===== src/rtl/scpd_pkg.sv =====
package scpd_pkg;

    localparam int MAX_PAYLOAD = 32;
    localparam int LEN_W = $clog2(MAX_PAYLOAD + 1);
    localparam int IDX_W = $clog2(MAX_PAYLOAD);
    localparam int Q_DEPTH = 2;
    localparam int QP_W = (Q_DEPTH > 1) ? $clog2(Q_DEPTH) : 1;
    localparam int QC_W = $clog2(Q_DEPTH + 1);

    localparam logic [7:0] PREAMBLE = 8'hA5;
    localparam logic [7:0] TYPE_LIMIT_RESET = 8'd5;

    typedef enum logic [1:0] {
        ST_GOOD     = 2'd0,
        ST_BAD_SUM  = 2'd1,
        ST_BAD_TYPE = 2'd2,
        ST_BAD_LEN  = 2'd3
    } status_t;

    typedef enum logic [2:0] {
        PH_HUNT = 3'd0,
        PH_TYPE = 3'd1,
        PH_LEN  = 3'd2,
        PH_RECH = 3'd3,
        PH_RECL = 3'd4,
        PH_DATA = 3'd5,
        PH_CHK  = 3'd6
    } phase_t;

    typedef enum logic [1:0] {
        B_IDLE = 2'd0,
        B_READ = 2'd1,
        B_LOAD = 2'd2,
        B_HOLD = 2'd3
    } back_state_t;

    // one finished packet (or error) handed from front to back
    typedef struct packed {
        status_t           status;
        logic [7:0]        ptype;
        logic [LEN_W-1:0]  length;
        logic [15:0]       record;
    } job_t;

endpackage


===== src/rtl/scpd_ram.sv =====
module scpd_ram #(
    parameter int WIDTH = 8,
    parameter int DEPTH = 32
) (
    input  logic                     clk,
    input  logic                     we,
    input  logic [$clog2(DEPTH)-1:0] waddr,
    input  logic [WIDTH-1:0]         wdata,
    input  logic                     re,
    input  logic [$clog2(DEPTH)-1:0] raddr,
    output logic [WIDTH-1:0]         rdata
);

    logic [WIDTH-1:0] mem [DEPTH];

    always_ff @(posedge clk)
    begin
        if (we)
        begin
            mem[waddr] <= wdata;
        end
        if (re)
        begin
            rdata <= mem[raddr];
        end
    end

endmodule


===== src/rtl/scpd_front.sv =====
module scpd_front (
    input  logic                       clk,
    input  logic                       rst_n,
    input  logic                       cfg_we,
    input  logic [7:0]                 cfg_wdata,
    input  logic                       in_valid,
    output logic                       in_ready,
    input  logic [7:0]                 rx_byte,
    input  logic                       q_full,
    input  logic                       back_busy,
    output logic                       push,
    output scpd_pkg::job_t             push_job,
    output logic                       wr_en,
    output logic [scpd_pkg::IDX_W-1:0] wr_addr,
    output logic [7:0]                 wr_data
);

    import scpd_pkg::*;

    logic [7:0]       limit_reg;
    phase_t           phase_reg, phase_next;
    logic [7:0]       sum_reg, sum_next;
    logic [7:0]       type_reg, type_next;
    logic [LEN_W-1:0] len_reg, len_next;
    logic [15:0]      rec_reg, rec_next;
    logic [LEN_W-1:0] cnt_reg, cnt_next;
    logic             accept;
    logic [7:0]       sum_add;

    // a payload byte may not overwrite the buffer while the back still drains it
    assign in_ready = !q_full && !(phase_reg == PH_DATA && back_busy);
    assign accept   = in_valid && in_ready;
    assign sum_add  = sum_reg + rx_byte;

    assign wr_en   = accept && (phase_reg == PH_DATA);
    assign wr_addr = cnt_reg[IDX_W-1:0];
    assign wr_data = rx_byte;

    always_ff @(posedge clk or negedge rst_n)
    begin
        if (!rst_n)
        begin
            limit_reg <= TYPE_LIMIT_RESET;
        end
        else if (cfg_we)
        begin
            limit_reg <= cfg_wdata;
        end
    end

    always_ff @(posedge clk or negedge rst_n)
    begin
        if (!rst_n)
        begin
            phase_reg <= PH_HUNT;
            sum_reg   <= '0;
            type_reg  <= '0;
            len_reg   <= '0;
            rec_reg   <= '0;
            cnt_reg   <= '0;
        end
        else
        begin
            phase_reg <= phase_next;
            sum_reg   <= sum_next;
            type_reg  <= type_next;
            len_reg   <= len_next;
            rec_reg   <= rec_next;
            cnt_reg   <= cnt_next;
        end
    end

    always_comb
    begin
        phase_next = phase_reg;
        sum_next   = sum_reg;
        type_next  = type_reg;
        len_next   = len_reg;
        rec_next   = rec_reg;
        cnt_next   = cnt_reg;
        push       = 1'b0;
        push_job   = '{status: ST_GOOD, ptype: type_reg, length: len_reg, record: rec_reg};
        if (accept)
        begin
            sum_next = sum_add;
            case (phase_reg)
                PH_HUNT:
                begin
                    sum_next = '0;
                    if (rx_byte == PREAMBLE)
                    begin
                        phase_next = PH_TYPE;
                        sum_next   = PREAMBLE;
                    end
                end
                PH_TYPE:
                begin
                    type_next = rx_byte;
                    if (rx_byte < limit_reg)
                    begin
                        phase_next = PH_LEN;
                    end
                    else
                    begin
                        push       = 1'b1;
                        push_job   = '{status: ST_BAD_TYPE, ptype: rx_byte,
                                       length: '0, record: '0};
                        phase_next = PH_HUNT;
                        sum_next   = '0;
                    end
                end
                PH_LEN:
                begin
                    if (rx_byte <= 8'(MAX_PAYLOAD))
                    begin
                        len_next = rx_byte[LEN_W-1:0];
                        if (rx_byte != 8'd0)
                        begin
                            phase_next = PH_RECH;
                        end
                        else
                        begin
                            rec_next   = '0;
                            phase_next = PH_CHK;
                        end
                    end
                    else
                    begin
                        push       = 1'b1;
                        push_job   = '{status: ST_BAD_LEN, ptype: '0, length: '0, record: '0};
                        phase_next = PH_HUNT;
                        sum_next   = '0;
                    end
                end
                PH_RECH:
                begin
                    rec_next   = {rx_byte, 8'h00};
                    phase_next = PH_RECL;
                end
                PH_RECL:
                begin
                    rec_next   = {rec_reg[15:8], rx_byte};
                    cnt_next   = '0;
                    phase_next = PH_DATA;
                end
                PH_DATA:
                begin
                    cnt_next = cnt_reg + LEN_W'(1);
                    if (cnt_reg + LEN_W'(1) >= len_reg)
                    begin
                        phase_next = PH_CHK;
                    end
                end
                PH_CHK:
                begin
                    push       = 1'b1;
                    push_job   = '{status: (sum_add == 8'd0) ? ST_GOOD : ST_BAD_SUM,
                                   ptype: type_reg, length: len_reg, record: rec_reg};
                    phase_next = PH_HUNT;
                    sum_next   = '0;
                end
                default:
                begin
                    phase_next = PH_HUNT;
                    sum_next   = '0;
                end
            endcase
        end
    end

`ifndef NO_ASSERTIONS
    a_wr_free: assert property (@(posedge clk) disable iff (!rst_n)
        wr_en |-> !back_busy)
        else $error("payload write while buffer is draining");
    a_wr_range: assert property (@(posedge clk) disable iff (!rst_n)
        wr_en |-> (cnt_reg < len_reg))
        else $error("payload write beyond packet length");
    a_len_err: assert property (@(posedge clk) disable iff (!rst_n)
        (push && push_job.status == ST_BAD_LEN) |-> (push_job.ptype == 8'd0))
        else $error("length error carries a type");
`endif

endmodule


===== src/rtl/scpd_queue.sv =====
module scpd_queue (
    input  logic           clk,
    input  logic           rst_n,
    input  logic           push,
    input  scpd_pkg::job_t push_job,
    output logic           full,
    input  logic           pop,
    output logic           empty,
    output scpd_pkg::job_t head
);

    import scpd_pkg::*;

    job_t            slot_reg [Q_DEPTH];
    logic [QP_W-1:0] wp_reg, rp_reg;
    logic [QC_W-1:0] cnt_reg;

    assign full  = (cnt_reg == QC_W'(Q_DEPTH));
    assign empty = (cnt_reg == '0);
    assign head  = slot_reg[rp_reg];

    always_ff @(posedge clk)
    begin
        if (push)
        begin
            slot_reg[wp_reg] <= push_job;
        end
    end

    always_ff @(posedge clk or negedge rst_n)
    begin
        if (!rst_n)
        begin
            wp_reg  <= '0;
            rp_reg  <= '0;
            cnt_reg <= '0;
        end
        else
        begin
            if (push)
            begin
                wp_reg <= (wp_reg == QP_W'(Q_DEPTH - 1)) ? '0 : wp_reg + QP_W'(1);
            end
            if (pop)
            begin
                rp_reg <= (rp_reg == QP_W'(Q_DEPTH - 1)) ? '0 : rp_reg + QP_W'(1);
            end
            if (push && !pop)
            begin
                cnt_reg <= cnt_reg + QC_W'(1);
            end
            else if (pop && !push)
            begin
                cnt_reg <= cnt_reg - QC_W'(1);
            end
        end
    end

`ifndef NO_ASSERTIONS
    a_no_overflow: assert property (@(posedge clk) disable iff (!rst_n)
        !(push && full))
        else $error("job queue overflow");
    a_no_underflow: assert property (@(posedge clk) disable iff (!rst_n)
        !(pop && empty))
        else $error("job queue underflow");
`endif

endmodule


===== src/rtl/scpd_back.sv =====
module scpd_back (
    input  logic                       clk,
    input  logic                       rst_n,
    input  logic                       q_empty,
    input  scpd_pkg::job_t             q_head,
    output logic                       pop,
    output logic                       busy,
    output logic                       rd_en,
    output logic [scpd_pkg::IDX_W-1:0] rd_addr,
    input  logic [7:0]                 rd_data,
    output logic                       out_valid,
    input  logic                       out_ready,
    output scpd_pkg::status_t          o_status,
    output logic [7:0]                 o_type,
    output logic [scpd_pkg::LEN_W-1:0] o_length,
    output logic [15:0]                o_record,
    output logic [7:0]                 o_byte,
    output logic [scpd_pkg::IDX_W-1:0] o_index,
    output logic                       o_last
);

    import scpd_pkg::*;

    back_state_t      state_reg, state_next;
    job_t             job_reg, job_next;
    logic [IDX_W-1:0] idx_reg, idx_next;
    logic [7:0]       byte_reg, byte_next;
    logic [IDX_W-1:0] oidx_reg, oidx_next;
    logic             last_reg, last_next;

    assign busy      = (state_reg != B_IDLE) || !q_empty;
    assign rd_en     = (state_reg == B_READ);
    assign rd_addr   = idx_reg;
    assign out_valid = (state_reg == B_HOLD);
    assign o_status  = job_reg.status;
    assign o_type    = job_reg.ptype;
    assign o_length  = job_reg.length;
    assign o_record  = job_reg.record;
    assign o_byte    = byte_reg;
    assign o_index   = oidx_reg;
    assign o_last    = last_reg;

    always_ff @(posedge clk or negedge rst_n)
    begin
        if (!rst_n)
        begin
            state_reg <= B_IDLE;
        end
        else
        begin
            state_reg <= state_next;
        end
    end

    always_ff @(posedge clk)
    begin
        job_reg  <= job_next;
        idx_reg  <= idx_next;
        byte_reg <= byte_next;
        oidx_reg <= oidx_next;
        last_reg <= last_next;
    end

    always_comb
    begin
        state_next = state_reg;
        job_next   = job_reg;
        idx_next   = idx_reg;
        byte_next  = byte_reg;
        oidx_next  = oidx_reg;
        last_next  = last_reg;
        pop        = 1'b0;
        case (state_reg)
            B_IDLE:
            begin
                if (!q_empty)
                begin
                    pop      = 1'b1;
                    job_next = q_head;
                    idx_next = '0;
                    if (q_head.status == ST_GOOD && q_head.length != '0)
                    begin
                        state_next = B_READ;
                    end
                    else
                    begin
                        // errors and empty packets: a single result
                        byte_next  = '0;
                        oidx_next  = '0;
                        last_next  = 1'b1;
                        state_next = B_HOLD;
                    end
                end
            end
            B_READ:
            begin
                state_next = B_LOAD;
            end
            B_LOAD:
            begin
                byte_next  = rd_data;
                oidx_next  = idx_reg;
                last_next  = ({1'b0, idx_reg} + LEN_W'(1)) == job_reg.length;
                state_next = B_HOLD;
            end
            B_HOLD:
            begin
                if (out_ready)
                begin
                    if (last_reg)
                    begin
                        state_next = B_IDLE;
                    end
                    else
                    begin
                        idx_next   = idx_reg + IDX_W'(1);
                        state_next = B_READ;
                    end
                end
            end
            default:
            begin
                state_next = B_IDLE;
            end
        endcase
    end

`ifndef NO_ASSERTIONS
    a_err_last: assert property (@(posedge clk) disable iff (!rst_n)
        (out_valid && o_status != ST_GOOD) |-> o_last)
        else $error("error result not marked last");
    a_idx_range: assert property (@(posedge clk) disable iff (!rst_n)
        (out_valid && o_length != '0 && o_status == ST_GOOD)
            |-> ({1'b0, o_index} < o_length))
        else $error("payload index beyond length");
    a_err_empty: assert property (@(posedge clk) disable iff (!rst_n)
        (out_valid && o_status != ST_GOOD) |-> (o_byte == 8'd0 && o_index == '0))
        else $error("error result carries payload");
`endif

endmodule


===== src/rtl/sum_checked_packet_deframer.sv =====
// channel  | handshake            | payload
// ---------+----------------------+------------------------------------------------
// config   | cfg_we               | cfg_wdata (type_limit)
// input    | in_valid / in_ready  | rx_byte
// output   | out_valid / out_ready| status, packet_type, payload_length,
//          |                      | record_number, payload_byte, byte_index, last
//
// The parser takes one byte a cycle while in_ready is high; finished packets wait in
// a 2-entry job queue. Single results (errors, empty packets) go from idle straight to
// the beat; payload results pass buffer read, load and beat (registered buffer read).
// in_ready drops while the job queue is full, and on a payload byte while an
// earlier packet still drains from the shared payload buffer.
// Reset clears control state only; the payload buffer needs no clearing pass.
module sum_checked_packet_deframer (
    input  logic        clk,
    input  logic        rst_n,
    input  logic        cfg_we,
    input  logic [7:0]  cfg_wdata,
    input  logic        in_valid,
    output logic        in_ready,
    input  logic [7:0]  rx_byte,
    output logic        out_valid,
    input  logic        out_ready,
    output logic [1:0]  status,
    output logic [7:0]  packet_type,
    output logic [scpd_pkg::LEN_W-1:0] payload_length,
    output logic [15:0] record_number,
    output logic [7:0]  payload_byte,
    output logic [scpd_pkg::IDX_W-1:0] byte_index,
    output logic        last
);

    import scpd_pkg::*;

    logic             q_full, q_empty, push, pop, back_busy;
    job_t             push_job, q_head;
    logic             wr_en, rd_en;
    logic [IDX_W-1:0] wr_addr, rd_addr;
    logic [7:0]       wr_data, rd_data;
    status_t          o_status;

    scpd_front u_front (
        .clk       (clk),
        .rst_n     (rst_n),
        .cfg_we    (cfg_we),
        .cfg_wdata (cfg_wdata),
        .in_valid  (in_valid),
        .in_ready  (in_ready),
        .rx_byte   (rx_byte),
        .q_full    (q_full),
        .back_busy (back_busy),
        .push      (push),
        .push_job  (push_job),
        .wr_en     (wr_en),
        .wr_addr   (wr_addr),
        .wr_data   (wr_data)
    );

    scpd_ram #(
        .WIDTH (8),
        .DEPTH (MAX_PAYLOAD)
    ) u_buf (
        .clk   (clk),
        .we    (wr_en),
        .waddr (wr_addr),
        .wdata (wr_data),
        .re    (rd_en),
        .raddr (rd_addr),
        .rdata (rd_data)
    );

    scpd_queue u_queue (
        .clk      (clk),
        .rst_n    (rst_n),
        .push     (push),
        .push_job (push_job),
        .full     (q_full),
        .pop      (pop),
        .empty    (q_empty),
        .head     (q_head)
    );

    scpd_back u_back (
        .clk       (clk),
        .rst_n     (rst_n),
        .q_empty   (q_empty),
        .q_head    (q_head),
        .pop       (pop),
        .busy      (back_busy),
        .rd_en     (rd_en),
        .rd_addr   (rd_addr),
        .rd_data   (rd_data),
        .out_valid (out_valid),
        .out_ready (out_ready),
        .o_status  (o_status),
        .o_type    (packet_type),
        .o_length  (payload_length),
        .o_record  (record_number),
        .o_byte    (payload_byte),
        .o_index   (byte_index),
        .o_last    (last)
    );

    assign status = o_status;

endmodule


===== config.mk =====
export PLATFORM = sky130hd
export DESIGN_NAME = sum_checked_packet_deframer
export DESIGN_NICKNAME = d
export VERILOG_FILES = /design/src/rtl/scpd_pkg.sv /design/src/rtl/scpd_ram.sv /design/src/rtl/scpd_front.sv /design/src/rtl/scpd_queue.sv /design/src/rtl/scpd_back.sv /design/src/rtl/sum_checked_packet_deframer.sv
export SDC_FILE = /design/constraint.sdc
export NUM_CORES = 1
export LEC_CHECK = 0
export ABC_AREA = 1
export BUFFER_PORTS_ARGS = -buffer_cell sky130_fd_sc_hd__buf_4
export CORE_UTILIZATION = 50
export CTS_CLUSTER_DIAMETER = 50
export CTS_CLUSTER_SIZE = 16
export DETAILED_ROUTE_END_ITERATION = 12
export PLACE_DENSITY = 0.67
export SETUP_SLACK_MARGIN = 0.2
export SLEW_MARGIN = 20
export SYNTH_ARGS = -nofsm -noshare
export SYNTH_HDL_FRONTEND = slang
export SYNTH_SLANG_ARGS = --single-unit

===== constraint.sdc =====
create_clock -name clk -period 7.7 [get_ports clk]
set_input_delay 1.54 -clock clk [delete_from_list [all_inputs] [get_ports clk]]
set_output_delay 1.54 -clock clk [all_outputs]
set_load 0.03 [all_outputs]

==> results of run 1 <==
## power groups by stage
stage / Clock, W / Sequential, W / Combinational [W]
global route: 0.00218 / 0.00323 / 0.00297
CTS: 0.00208 / 0.00320 / 0.00268
finish: 0.00206 / 0.00320 / 0.00268
detailed placement: 0 / 0.00325 / 0.00267
floorplan: 0 / 0.00341 / 0.00165
global placement: 0 / 0.00324 / 0.00261
## placed cells by master (no fill, tap or decap), types with 4 or more instances in the layout
master     netlist  layout
a21oi_1         45      44
buf_4            3      81
clkbuf_1        34       6
clkbuf_16        0      43
clkinv_2         0       7
dfrtp_1         59      59
edfxtp_1       379     379
ha_1            30      30
inv_1          111     110
inv_2            4       5
inv_6            0       5
nand2_1        330     330
nand2_2          8       8
nand3_1         59      59
nand4_1          8       8
nor2_1         184     183
nor2_2           3       4
o21ai_0        159     158
o21ai_1          4       4
o21ai_2          8       9
o221ai_1        15      15
o22ai_1         58      58
xnor2_1          8       8
xor2_1           8       8
## layout make-up
cell class                      count  area [sq um]  share of cell area (%)
Clock buffer                       51          1130                    5.47
Clock inverter                     23           249                    1.21
Inverter                          116           435                    2.12
Multi-Input combinational cell    947          4680                    22.7
Sequential cell                   440         12900                    62.7
Tap cell                          461           577                    2.80
Timing Repair Buffer               81           608                    2.95
## stage by stage
stage | instance area, sq um | std cells
2_1_floorplan | 18300 | 1570
3_3_place_gp | 19200 | 2045
3_5_place_dp | 19200 | 2045
4_1_cts | 20600 | 2119
5_1_grt | 20600 | 2119
6_report | 20600 | 2119
## logic make-up after synthesis
group,Yosys count
DFF,440
AOI/OAI and AO/OA,295
buffers and inverters,183
adders and majority gates,31
muxes,1
and+or+nand+nor,604
xor gates and xnor gates,16
## per-layer routing
metal  track usage [%]  up-vias  routed length (microns)  part of all wire (%)
met5                 0        -                        0                     0
met4              5.21        0                      699                   1.7
met3              2.95       51                     2600                   6.3
met2              36.4      391                    19900                    48
met1              32.0     5757                    17800                    43
li1                  -     5576                        -                     -
## worst max-delay path, cell delays in order, from the launching register on
cell and delay, ns:
edfxtp_1 0.37, buf_4 0.27, inv_2 0.36, buf_4 0.79, nand2_1 0.69, o221ai_1 0.36
o21ai_0 0.12, nand3_1 0.14, nand2_1 0.13
## worst max-delay path by stage
| stage | end | slack, ns | cells past startpoint |
|---|---|---|---|
| finish | u_buf.rdata[3] | 4.14 | 8 |
| global route | u_buf.rdata[5] | 3.88 | 8 |
| CTS | u_buf.rdata[3] | 4.12 | 8 |
| detailed placement | u_queue.cnt_reg[1] | 3.70 | 11 |
| global placement | u_queue.cnt_reg[1] | 3.80 | 11 |
| floorplan | u_queue.slot_reg[1][0] | 3.44 | 8 |
==> results.md, run 1 <==
* N_diodes at 0
* Vias per cell at 5.56
* Clock Latency Late Sink at 0.55 ns
* Detailed Routing Iterations Pass 1 at 11
* Post-route minimum period at 3.56 ns
* Reg2reg setup slack at 4.14 ns
* GRT Total Usage at 22.3%
* Status: finished with violations
* Routed len/inst at 19.3 microns
* Synthesized area at 0.0183 sq mm
* Failing checks: DRC
* Max Slew Vio Count at 0
* Max reg flops at 256
* Starting density of the core at 51.1%
* Most instantiated cells after synthesis: edfxtp_1 (379), nand2_1 (330), nor2_1 (184)
* Pre-CTS setup slack at 3.70 ns
* GP Congestion at 0.829
* Fmax at 281 MHz
* Final hold violation count at 0
* RSZ-0062 raised after global routing: no
* Async S/R FF share, synth at 13.9%
* Die height at 193 microns
* Max Cap Viol at 0
* Clock power frac at 25.9%
* FF-to-FF End: u_buf.rdata[3]
* WP data arrival at 3.83 ns
* Switching share of power at 37.1%
* DRC at 4
* Worst Min Path Start: u_queue.cnt_reg[0]
* Reg clk slew, reported paths at 0.07 ns
* Reg2Reg Launch Point: u_back.rd_addr[0]
* Post-layout util at 57.5%
* Startpoint types: register
* Syn avg cell area at 11.7 sq um
* Final nets at 1679
* # IOs at 69
* Reg2Reg Depth at 8
* Count leader, synth: edfxtp_1
* TritonCTS clock tree: built
* XOR/XNOR Fraction of Synth Area at 0.766%
* Worst hold path type: register to register
* Setup TNS at 0 ns
* Die W at 193 microns
* Power Dens Cells at 386 mW/mm^2
* CORE AREA at 0.0358 sq mm
* Mapped Nets at 1622
* Vias in the first global route at 11300
* WHS Endpoint: u_queue.cnt_reg[0]
* Largest family of logic cells by synthesized area: simple AND/OR/NAND/NOR gates
* Flops & latches, synth at 440
* First-pass GRT wire length at 64.6 mm
* WHS at 0.477 ns
* Worst Hold Depth at 1
* Final Power at 0.00794 W
* CTS root buf: clkbuf_16
* FP Rows at 69
* Cells after Synth at 1570
* Most used DFF post-synth: edfxtp_1
* Layout overhead on the synthesized area at 12.5%
* H-tree levels at 2
* Num CTS Buffers at 41
* Sw Pwr at 0.00294 W
* Number of synthesized flops with an enable pin at 379
* Internal at 0.00500 W
* Clock Skew at 0.0161 ns
* Initial DRC count at 1114
* Via count at 11800
* Post-synth top area share at 62.2%
* Final period util at 46.2%
* Synth Area in Compound Gates at 9.08%
* CTS sink cnt at 440
* Final ANT Viol Nets at 0
* Largest net degree at the start of global routing at 93
* Crit-path max FO at 92
* Crit. End Element: register
* Sequential share of the synthesized area at 70.5%
* Worst Setup SP: u_back.rd_addr[0]
* Count of cell types in the netlist at 41
* Most area-hungry cell type in the Yosys netlist: edfxtp_1
* Worst-Margin Slew at 0.994 ns
* Comb pwr share at 33.7%
* Ys Warns at 0
* Share of layout cells above drive strength 1 at 11.3%
* Antenna violations before repair at 0
* Post-Synth Simple-Gate Area at 13.4%
* # resized after CTS at 0
* Slew HR at 33.5%
* IO buf count at 68
* Kind of critical path: register to register
* Adder-cell share of the synthesized area at 2.16%
* Leakage at 7.88 nW
* Post-CTS setup buffer count at 0
* Grt total ovfl at 0
* Post-synthesis mux area share at 0.0615%
* Final HPWL DP at 24.4 mm
* Fin worst setup slack at 4.14 ns
* Finish-stage setup viols at 0
* Fillers at 2838
* Die area at 0.0374 sq mm
* Clock Tree Buf Depth at 3
* Seq pwr share at 40.3%
* CP Data Required Time at 7.98 ns
* Worst vdd ir at 0.000227 V
* Hold-fix buffers, CTS at 0
* Largest cells by area after synthesis: edfxtp_1 (62%), dfrtp_1 (8.1%), nand2_1 (6.8%), o21ai_0 (4.3%), nor2_1 (3.8%)
* Routed WL at 41.0 mm
Power figures use the tool's default switching activity.
==> inputs of run 2 (changes only) <==
==> constraint.sdc (replaced) <==
create_clock -name clk -period 3.3 [get_ports clk]
set_input_delay 0.66 -clock clk [delete_from_list [all_inputs] [get_ports clk]]
set_output_delay 0.66 -clock clk [all_outputs]
set_load 0.03 [all_outputs]
==> run 2 against run 1 <==
The flow still finishes with violations (DRC). Combinational power rose by 140%. Final cell count rose by 1.4%. Clock power rose by 130%. Die area did not move. Global-route usage rose by 0.75 points. Critical path depth rose by 2. Flip-flop and latch count did not move. Sequential share of layout area fell by 0.94 points. Clock skew rose by 0.015 ns. Setup slack got worse by 3.8 ns. First-iteration DRC count rose by 3.1%.
==> results.md, run 2 (synthesis results as in run 1) <==
* Status: finished with violations (unchanged)
* Failing checks: DRC (unchanged)
* Final period util at 89.3% (was 46.2%)
* Worst-Margin Slew at 0.922 ns (was 0.994 ns)
* Clock Skew at 0.0311 ns (was 0.0161 ns)
* Reg2reg setup slack at 0.35 ns (was 4.14 ns)
* Routed len/inst at 19.6 microns (was 19.3 microns)
* Worst hold path type: input pin to async pin (was register to register)
* FF-to-FF End: u_buf.mem[12][0] (was u_buf.rdata[3])
* Final HPWL DP at 27.0 mm (was 24.4 mm)
* Slew HR at 38.5% (was 33.5%)
* Fmax at 339 MHz (was 281 MHz)
* Startpoint types: register (unchanged)
* Kind of critical path: register to register (unchanged)
* Clock Latency Late Sink at 0.54 ns (was 0.55 ns)
* Crit. End Element: register (unchanged)
* GP Congestion at 0.892 (was 0.829)
* WP data arrival at 3.11 ns (was 3.83 ns)
* Initial DRC count at 1149 (was 1114)
* Reg clk slew, reported paths at 0.07 ns (about the same)
* Leakage at 8.06 nW (was 7.88 nW)
* N_diodes at 0 (unchanged)
* Via count at 12000 (was 11800)
* Largest net degree at the start of global routing at 75 (was 93)
* Reg2Reg Depth at 10 (was 8)
* Max Slew Vio Count at 0 (unchanged)
* Post-route minimum period at 2.95 ns (was 3.56 ns)
* Setup TNS at 0 ns (unchanged)
* Routed WL at 42.1 mm (was 41.0 mm)
* Worst vdd ir at 0.000472 V (was 0.000227 V)
* Power Dens Cells at 896 mW/mm^2 (was 386 mW/mm^2)
* Crit-path max FO at 14 (was 92)
* Non-filler instance count after layout at 2148 (was 2119)
* Vias in the first global route at 11900 (was 11300)
* Share of layout cells above drive strength 1 at 13.2% (was 11.3%)
* TritonCTS clock tree: built (unchanged)
* First-pass GRT wire length at 66.6 mm (was 64.6 mm)
* Max Cap Viol at 0 (unchanged)
* Vias per cell at 5.59 (was 5.56)
* # IOs at 69 (unchanged)
* Final Power at 0.0187 W (was 0.00794 W)
* Commonest non-fill, non-tap cell in the layout: edfxtp_1 (unchanged)
* Placed insts at 2077 (was 2045)
* CORE AREA at 0.0358 sq mm (unchanged)
* CTS sink cnt at 440 (unchanged)
* DRC at 4 (unchanged)
* Pre-CTS setup slack at 0.371 ns (was 3.70 ns)
* Final hold violation count at 0 (unchanged)
* H-tree levels at 2 (unchanged)
* Most frequent cells in the layout: edfxtp_1 (379), nand2_1 (330), nor2_1 (176), o21ai_0 (158), inv_1 (110) (was edfxtp_1 (379), nand2_1 (330), nor2_1 (183), o21ai_0 (158), inv_1 (110))
* Clock Tree Buf Depth at 3 (unchanged)
* Die area at 0.0374 sq mm (unchanged)
* Layout overhead on the synthesized area at 14.2% (was 12.5%)
* Finish-stage setup viols at 0 (unchanged)
* Worst Setup SP: u_back.state_reg[1] (was u_back.rd_addr[0])
* CP Data Required Time at 3.46 ns (was 7.98 ns)
* Final ANT Viol Nets at 0 (unchanged)
* Fillers at 2852 (was 2838)
* Die height at 193 microns (unchanged)
* Grt total ovfl at 0 (unchanged)
* CTS root buf: clkbuf_16 (unchanged)
* Detailed Routing Iterations Pass 1 at 9 (was 11)
* Fin worst setup slack at 0.354 ns (was 4.14 ns)
* Antenna violations before repair at 0 (unchanged)
* Num CTS Buffers at 41 (unchanged)
* IO buf count at 68 (unchanged)
* Starting density of the core at 51.1% (unchanged)
* Die W at 193 microns (unchanged)
* Final nets at 1711 (was 1679)
* Reg2Reg Launch Point: u_back.state_reg[1] (was u_back.rd_addr[0])
* Crit path to: u_buf.mem[12][0] (was u_buf.rdata[3])
* FP Rows at 69 (unchanged)
* Max reg flops at 256 (unchanged)
* GRT Total Usage at 23.1% (was 22.3%)
* RSZ-0062 raised after global routing: yes (was no)
-- run 2: cell types whose count changed in the layout (fill, tap and decap cells not counted) --
cell,delta
clkinv_2,-4
clkbuf_16,-1
clkinv_1,-1
clkinv_4,+1
buf_12,+5
o21ai_1,+1
inv_8,+1
o21ai_2,-1
buf_4,+27
clkbuf_1,+1
nor2_2,+7
nor2_1,-7
clkinvlp_4,-1
bufinv_16,+1
-- run 2: worst max-delay path, cell delays in order (launching register included) --
cell      delay, ns
dfrtp_1        0.42
inv_1          0.12
ha_1           0.30
nand3_2        0.15
a21boi_4       0.21
nand2_4        0.18
inv_2          0.18
nand2_2        0.10
inv_2          0.14
nand2_2        0.18
nor2_1         0.56
-- run 2: how the worst min path moves through the flow --
stage | startpoint | to
finish | rst_n | u_front.rec_reg[0]
global route | rst_n | u_front.rec_reg[4]
CTS | rst_n | u_front.rec_reg[0]
detailed placement | u_front.len_reg[3] | u_front.len_reg[3]
global placement | u_queue.wp_reg | u_queue.wp_reg
floorplan | rst_n | u_back.state_reg[0]
-- run 2: what timing repair did --
item	in CTS	in global routing
hold buffers	0	0
buffers inserted	0	0
resized for setup	0	7
setup endpoints to repair	0	88
-- run 2: per-layer routing --
| layer | track usage, % | up-vias | wire length, microns |
|---|---|---|---|
| met5 | 0 | - | 0 |
| met4 | 8.44 | 0 | 1330 |
| met3 | 3.07 | 89 | 2840 |
| met2 | 38.7 | 468 | 20500 |
| met1 | 30.9 | 5799 | 17500 |
| li1 | - | 5649 | - |
-- run 2: report_power, final --
| part | internal (W) | switching [W] | total (W) |
|---|---|---|---|
| logic | 0.00195 | 0.00447 | 0.00643 |
| registers | 0.00709 | 0.000386 | 0.00748 |
| clock network | 0.00274 | 0.00207 | 0.00481 |
-- run 2: layout make-up --
type | count | area [sq um] | area share, %
multi-input combinational | 947 | 4690 | 22.5
clock buffer | 51 | 1100 | 5.29
inverter | 116 | 435 | 2.08
tap | 461 | 577 | 2.76
timing repair buffer | 113 | 911 | 4.36
sequential | 440 | 12900 | 61.8
clock inverter | 20 | 268 | 1.28
-- run 2: through the flow --
stage          hold slack (ns)  area [sq um]  util [%]
6_report                 0.200         20900      58.3
3_3_place_gp             0.458         19500      54.4
2_1_floorplan            0.364         18300         -
3_5_place_dp             0.473         19500      54.4
4_1_cts                  0.235         20900      58.3
5_1_grt                  0.289         20900      58.3
